### config.mk
export PLATFORM = sky130hd
export DESIGN_NAME = fir64_cell
export DESIGN_NICKNAME = d
export VERILOG_FILES = /design/src/design/fir_filter_64_tap_defines.svh /design/src/design/fir64_pkg.sv /design/src/design/fir64_cell.sv
export SDC_FILE = /design/constraint.sdc
export NUM_CORES = 1
export LEC_CHECK = 0
export BUFFER_PORTS_ARGS = -buffer_cell sky130_fd_sc_hd__buf_2
export CAP_MARGIN = 5
export CORE_UTILIZATION = 50
export DETAILED_ROUTE_END_ITERATION = 10
export GPL_TIMING_DRIVEN = 0
export PLACE_DENSITY = 0.8
export SLEW_MARGIN = 20
export SYNTH_ARGS = -nofsm -noshare
export SYNTH_HDL_FRONTEND = slang
export SYNTH_SLANG_ARGS = --single-unit
### constraint.sdc
create_clock -name i_clk -period 12.4 [get_ports i_clk]
set_input_delay 0.62 -clock i_clk [delete_from_list [all_inputs] [get_ports i_clk]]
set_output_delay 0.62 -clock i_clk [all_outputs]
set_load 0.05 [all_outputs]
### src/design/fir_filter_64_tap_defines.svh
// Assertion macros for the FIR filter. Build with SYNTH defined to drop them.
`ifndef FIR_FILTER_64_TAP_DEFINES_SVH
`define FIR_FILTER_64_TAP_DEFINES_SVH
`ifndef SYNTH
// check while out of reset
`define FIR_ASSERT(lbl, prop) \
    lbl: assert property (@(posedge i_clk) disable iff (!i_rst_n) prop) \
        else $error("fir_filter_64_tap: assertion failed");
// check at every edge, reset included
`define FIR_ASSERT_ALWAYS(lbl, prop) \
    lbl: assert property (@(posedge i_clk) prop) \
        else $error("fir_filter_64_tap: assertion failed");
`else
`define FIR_ASSERT(lbl, prop)
`define FIR_ASSERT_ALWAYS(lbl, prop)
`endif
`endif

### src/design/fir64_pkg.sv
`default_nettype none
package fir64_pkg;

    localparam int TAPS           = 64;
    localparam int SAMPLE_BITS    = 12;
    localparam int COEF_BITS      = 16;
    localparam int COEF_FRAC_BITS = 15;
    localparam int OUT_BITS       = 16;
    localparam int PROD_BITS      = SAMPLE_BITS + 1 + COEF_BITS;
    // sum of |coef| * 4095 stays below 2^28; keep a bit of margin
    localparam int ACC_BITS       = 30;
    localparam int ROM_TAPS       = 64;
    localparam int ROM_HALF_TAPS  = 32;

    typedef logic        [SAMPLE_BITS-1:0] t_sample;
    typedef logic signed [COEF_BITS-1:0]   t_coef;
    typedef logic signed [PROD_BITS-1:0]   t_prod;
    typedef logic signed [ACC_BITS-1:0]    t_acc;
    typedef logic signed [OUT_BITS-1:0]    t_filtered;

    localparam t_acc ACC_HALF = t_acc'(1) <<< (COEF_FRAC_BITS - 1);
    localparam t_acc SAT_MAX  = t_acc'((1 << (OUT_BITS - 1)) - 1);
    localparam t_acc SAT_MIN  = -t_acc'(1 << (OUT_BITS - 1));

    localparam t_coef ROM_HALF [ROM_HALF_TAPS] = '{
        -16'sd4444,  16'sd298,   16'sd352,   16'sd440,
         16'sd549,   16'sd668,   16'sd782,   16'sd878,
         16'sd943,   16'sd967,   16'sd942,   16'sd869,
         16'sd746,   16'sd582,   16'sd385,   16'sd172,
        -16'sd45,   -16'sd245,  -16'sd417,  -16'sd543,
        -16'sd618,  -16'sd620,  -16'sd569,  -16'sd462,
        -16'sd301,  -16'sd106,   16'sd111,   16'sd329,
         16'sd531,   16'sd700,   16'sd821,   16'sd884
    };

    // symmetric ROM: fold the upper half onto the lower
    function automatic t_coef coef_at(input int unsigned k);
        int unsigned idx;
        idx = (k < ROM_HALF_TAPS) ? k : (ROM_TAPS - 1 - k);
        if (k >= ROM_TAPS) begin
            return '0;
        end
        return ROM_HALF[idx[4:0]];
    endfunction

endpackage
`default_nettype wire

### src/design/fir64_cell.sv
`default_nettype none
// One tap of the transposed-form chain: multiply the broadcast sample by
// this tap's coefficient and add the partial sum from the next cell.
module fir64_cell import fir64_pkg::*; (
    input  wire logic    i_clk,
    input  wire logic    i_rst_n,
    input  wire logic    i_en,
    input  wire t_sample i_sample,
    input  wire t_coef   i_coef,
    input  wire t_acc    i_psum,
    output t_acc         o_psum
);

    t_acc  r_psum;
    t_acc  n_psum;
    t_prod w_prod;

    always_comb begin
        w_prod = $signed({1'b0, i_sample}) * i_coef;
        n_psum = i_psum + t_acc'(w_prod);
    end

    always_ff @(posedge i_clk) begin
        if (!i_rst_n) begin
            r_psum <= '0;
        end else if (i_en) begin
            r_psum <= n_psum;
        end
    end

    assign o_psum = r_psum;

endmodule
`default_nettype wire

# Word level (Yosys, flattened, before mapping)
# Index checks and enable logic that the tools add are counted.
# totals
register_bits	30
wordCells	3
latch_bits	0
in_bits	61
n_memories	0
mem_bits_rw	0
output_inout_bits	30
romBits	0
# classes
n_reduce_logical	0
muxes	0
n_bitwise	0
add_sub_neg	1
n_mul	1
shift	0
n_div	0
n_eq_ne	0
order_cmp	0
# op_table
operator	count
30-bit by 29-bit adder with 30-bit output	1
13-bit by 16-bit multiplier with 29-bit output	1

# Depth between registers and ports, before layout
# depth
word_depth	2
depth_mapped	22
depth_no_buf	21

# Worst setup path before layout
# No wires, ideal clock.
# synth_timing
path_kind	input to register
startpoint	in i_coef[15]
endpoint	reg r_psum[28] (netlist: o_psum[28])
path_slack_ns	6.420
arrival_time_ns	5.863
setup_ns	0.117
stages	20
n_path_buf	1
required_time_ns	12.283
path_cell_list	clkbuf_1 > and2_1 > inv_1 > fa_1 > fa_1 > inv_1 > fa_1 > inv_1 > fa_1 > inv_1 > fa_1 > inv_1 > fa_1 > inv_1 > ha_1 > and3_1 > a31oi_1 > o21ai_0 > or3_1 > a32o_1
# synth_via
elab_chain_len	2
# synth_rtl
item	line	rtl
start, declared	fir64_cell.sv:9	input wire t_coef i_coef,
13-bit by 16-bit multiplier with 29-bit output	fir64_cell.sv:19	w_prod = $signed({1'b0, i_sample}) * i_coef;
30-bit by 29-bit adder with 30-bit output	fir64_cell.sv:20	n_psum = i_psum + t_acc'(w_prod);
end signal, assigned	fir64_cell.sv:27	r_psum <= n_psum;
end, declared	fir64_cell.sv:14	t_acc r_psum;
# No other way between the ends.
# A chain may end at the register's enable or synchronous reset.

# Worst setup path in the final report
# layout_timing
startpoint	in i_sample[1]
endpoint	reg r_psum[28] (netlist: o_psum[28])
# layout_via
elab_chain_len	2
# layout_rtl
item	line	rtl
start, declared	fir64_cell.sv:8	input wire t_sample i_sample,
13-bit by 16-bit multiplier with 29-bit output	fir64_cell.sv:19	
30-bit by 29-bit adder with 30-bit output	fir64_cell.sv:20	
# No other way between the ends.

==> metrics.md <==
| Metric | Value |
|---|---|
| Crit-path slowest cell | `fa_1` |
| CP arrival | `between 6 and 7 ns` |
| CP most frequent cell | `fa_1` |
| Worst path bufs/invs | `7` |
| CTS Hold Bufs | `0` |
| Max Fclk | `roughly 150 MHz` |
| Worst skew pair latency | `between 0.2 and 0.3 ns` |
| Worst hold path class | `flop to flop` |
| Top cell type's share of synthesized area | `a little over two fifths` |
| CTS H-tree depth | `2` |
| Tmin final | `roughly 6.5 ns` |
| Top_reg_cell synth | `dfxtp_1` |
| Die span in x | `~140 um` |
| Total Routing Usage GR | `roughly a quarter` |
| Reg2reg setup slack | `11.52 ns` |
| Critical path cell sequence | `buf_2, clkbuf_1, nand2_1, fa_1, fa_1, inv_1, fa_1, inv_1, fa_1, inv_1, fa_1, inv_1, fa_1, inv_1, ha_1, a21oi_1, o21ai_0, a31oi_1, o21ai_0, or3_1, a32o_1` |
| Clk pin slew, worst setup/hold paths | `about 0.05 ns` |
| Share of flip-flops with an asynchronous set or reset | `0%` |
| Share of layout cells above drive strength 1 | `around a tenth` |
| Global-route wire length before repair | `~36 mm` |
| Layout Nets | `about 1,500` |
| Post-CTS Setup Bufs | `0` |
| CP Capture Type | `flop` |
| N_diodes | `0` |
| Max reg flops | `30` |
| Antenna Nets Post-Route | `0` |
| Count leader, synth | `inv_1` |
| Commonest cells in the netlist | `inv_1, fa_1, nand2_1` |
| Count of pins over their slew limit | `0` |
| Gate Count Post-Synth | `around 1,100` |
| Syn Nets | `~1,400` |
| Mapped Area | `roughly 9400 um2` |
| Count of different cell masters after synthesis | `56` |
| Drt drc | `0` |
| Initial cell density of the core | `between 50% and 60%` |
| WP data required | `12.57 ns` |
| Vias/cell | `between 5 and 6` |
| # clock sinks | `30` |
| Routability congestion estimate | `approximately 0.92` |
| Detailed Place HPWL | `19.0 mm` |
| CP max stage delay | `between 0.6 and 0.7 ns` |
| Synth-to-layout area growth | `9.87%` |
| Number of synthesized flops with an enable pin | `0` |
| CTS tree | `done` |
| Fillers | `1,620` |
| I/O pin cnt | `just over 90` |
| Maxcap violations | `0` |
| Fin Setup TNS | `0 ns` |
| Die Height | `139 um` |
| Synth area leaders | `fa_1, inv_1, ha_1, dfxtp_1, and2_1` |
| Core area | `approximately 18,000 um2` |
| Status | `finished clean` |
| Total wire length | `~22 mm` |
| PortBufs | `between 80 and 90` |
| Vias in the first global route | `slightly below 8,000` |
| Syn_area_per_cell | `about 9 um2` |
| Sequential fraction of the synthesis area | `roughly 6.4%` |
| DIE AREA | `between 15,000 and 20,000 um2` |
| Synthesized flop and latch total | `30` |
| Worst Tran Pin Value | `~0.75 ns` |
| Setup CP Type | `input pin to flop` |
| Final hold violation count | `0` |
| Post-cts sizing count | `0` |
| Warnings, synthesis | `0` |
| Critical path launch point type | `input pin` |
| Setup Viol. Count Final | `0` |
| Grt ovf | `0` |
| Routed vias | `around 7,500` |
| CP Max Fanout | `10` |
| Slew margin rel. | `~50%` |
| FP Rows | `49` |
| Drt wl/cell | `around 16 um` |
| Delay-heaviest family, CP | `adder cells` |
| Initial DRC Count | `around 470` |
| Max clock buf depth | `2` |
| RSZ-0062 raised after global routing | `no` |
| Area leader, netlist | `fa_1` |
| Largest net degree at the start of global routing | `11` |
| Clk root buf | `clkbuf_16` |
| Tcrit/Tclk final | `52.2%` |
| Pre-antenna DRT Iters | `7` |
| Clk_skew | `0 ns` |
| Antenna violations before repair | `0` |
| CTS Buf Count | `5` |
[final cells by class]
cell class | count | area, um2 | area share, %
clock buffers | 6 | 139 | 1.34
flip-flops and latches | 30 | 601 | 5.80
multi-input cells | 732 | 7650 | 73.9
inverters | 268 | 1010 | 9.71
clock inverters | 2 | 60.1 | 0.580
repair buffers | 89 | 445 | 4.30
plain buffers | 42 | 170 | 1.64
well taps | 229 | 287 | 2.77
[metal layers]
metal	routed length [um]	vias to the layer above	part of all wire, %	global-route usage (%)
met5	0	-	0	0
met4	808	0	3.7	9.24
met3	1240	67	5.7	2.92
met2	11200	273	51	42.3
met1	8570	3782	39	29.3
li1	-	3395	-	-
[path summary, 6_finish.rpt]
check | start | endpoint | cells past startpoint
setup / recovery | i_sample[1] | o_psum[28] | 21
hold / removal | o_psum[21] | o_psum[21] | 2
setup reg to reg | o_psum[22] | o_psum[22] | 3
hold reg to reg | o_psum[21] | o_psum[21] | 2
[kinds of logic (layout without fill, tap and decap cells)]
kind of cell / count (synthesis) / in the layout / synth area share [%]
AO/OA/AOI/OAI: 114 / 114 / 8.25
adder cells (fa/ha/maj): 281 / 281 / 53.7
multiplexers: 12 / 12 / 1.29
XOR/XNOR: 26 / 26 / 2.41
buffers and inverters: 310 / 407 / 12.5
AND/OR/NAND/NOR: 299 / 299 / 15.5
flip-flops: 30 / 30 / 6.37
[worst register-to-register path, delay by kind of cell (launching register included)]
family,cells,cell delay [ns]
compound gates,2,0.36
flops,1,0.30
simple gates,1,0.11
[per-stage QoR]
stage                     hold slack [ns]  worst slack, ns  cell area [um2]  util [%]  std cells
final                               0.443             5.93            10400      56.9       1398
after global routing                0.473             5.66            10400      56.9       1398
after CTS                           0.448             5.95            10400      56.9       1398
after detailed placement            0.441             5.68            10200      55.8       1390
after global placement              0.433             5.69            10200      55.8       1390
after floorplan                     0.662             6.42             9430         -       1072
[cells in the final DEF (no fill, tap or decap), types with 2 or more instances in the layout]
cell type | Yosys | final
nand2_1 | 139 | 139
o211ai_1 | 5 | 5
bufinv_16 | 0 | 2
mux2i_1 | 11 | 11
nand4_1 | 4 | 4
a211oi_1 | 2 | 2
buf_1 | 2 | 2
fa_1 | 206 | 206
xnor2_1 | 24 | 24
a211o_1 | 3 | 3
inv_1 | 268 | 268
nor2_1 | 18 | 18
a211oi_2 | 2 | 2
a21oi_1 | 32 | 32
a32o_1 | 2 | 2
a22oi_1 | 3 | 3
nand3_1 | 15 | 15
a21oi_2 | 3 | 3
a21boi_1 | 2 | 2
o21ai_0 | 23 | 23
or3_1 | 2 | 2
clkbuf_16 | 0 | 5
o21ai_1 | 9 | 9
and3_1 | 3 | 3
o31ai_1 | 6 | 6
and2_1 | 94 | 94
nor3_1 | 5 | 5
ha_1 | 75 | 75
a31oi_1 | 2 | 2
a21o_1 | 3 | 3
dfxtp_1 | 30 | 30
o211ai_2 | 2 | 2
clkbuf_1 | 35 | 35
a32oi_1 | 2 | 2
nor2b_1 | 12 | 12
a21boi_0 | 2 | 2
buf_2 | 4 | 93
xor2_1 | 2 | 2
Power is left out: the tool's default activity adds up to more than one toggle a clock period on the data nets, which glitch-free logic cannot reach.
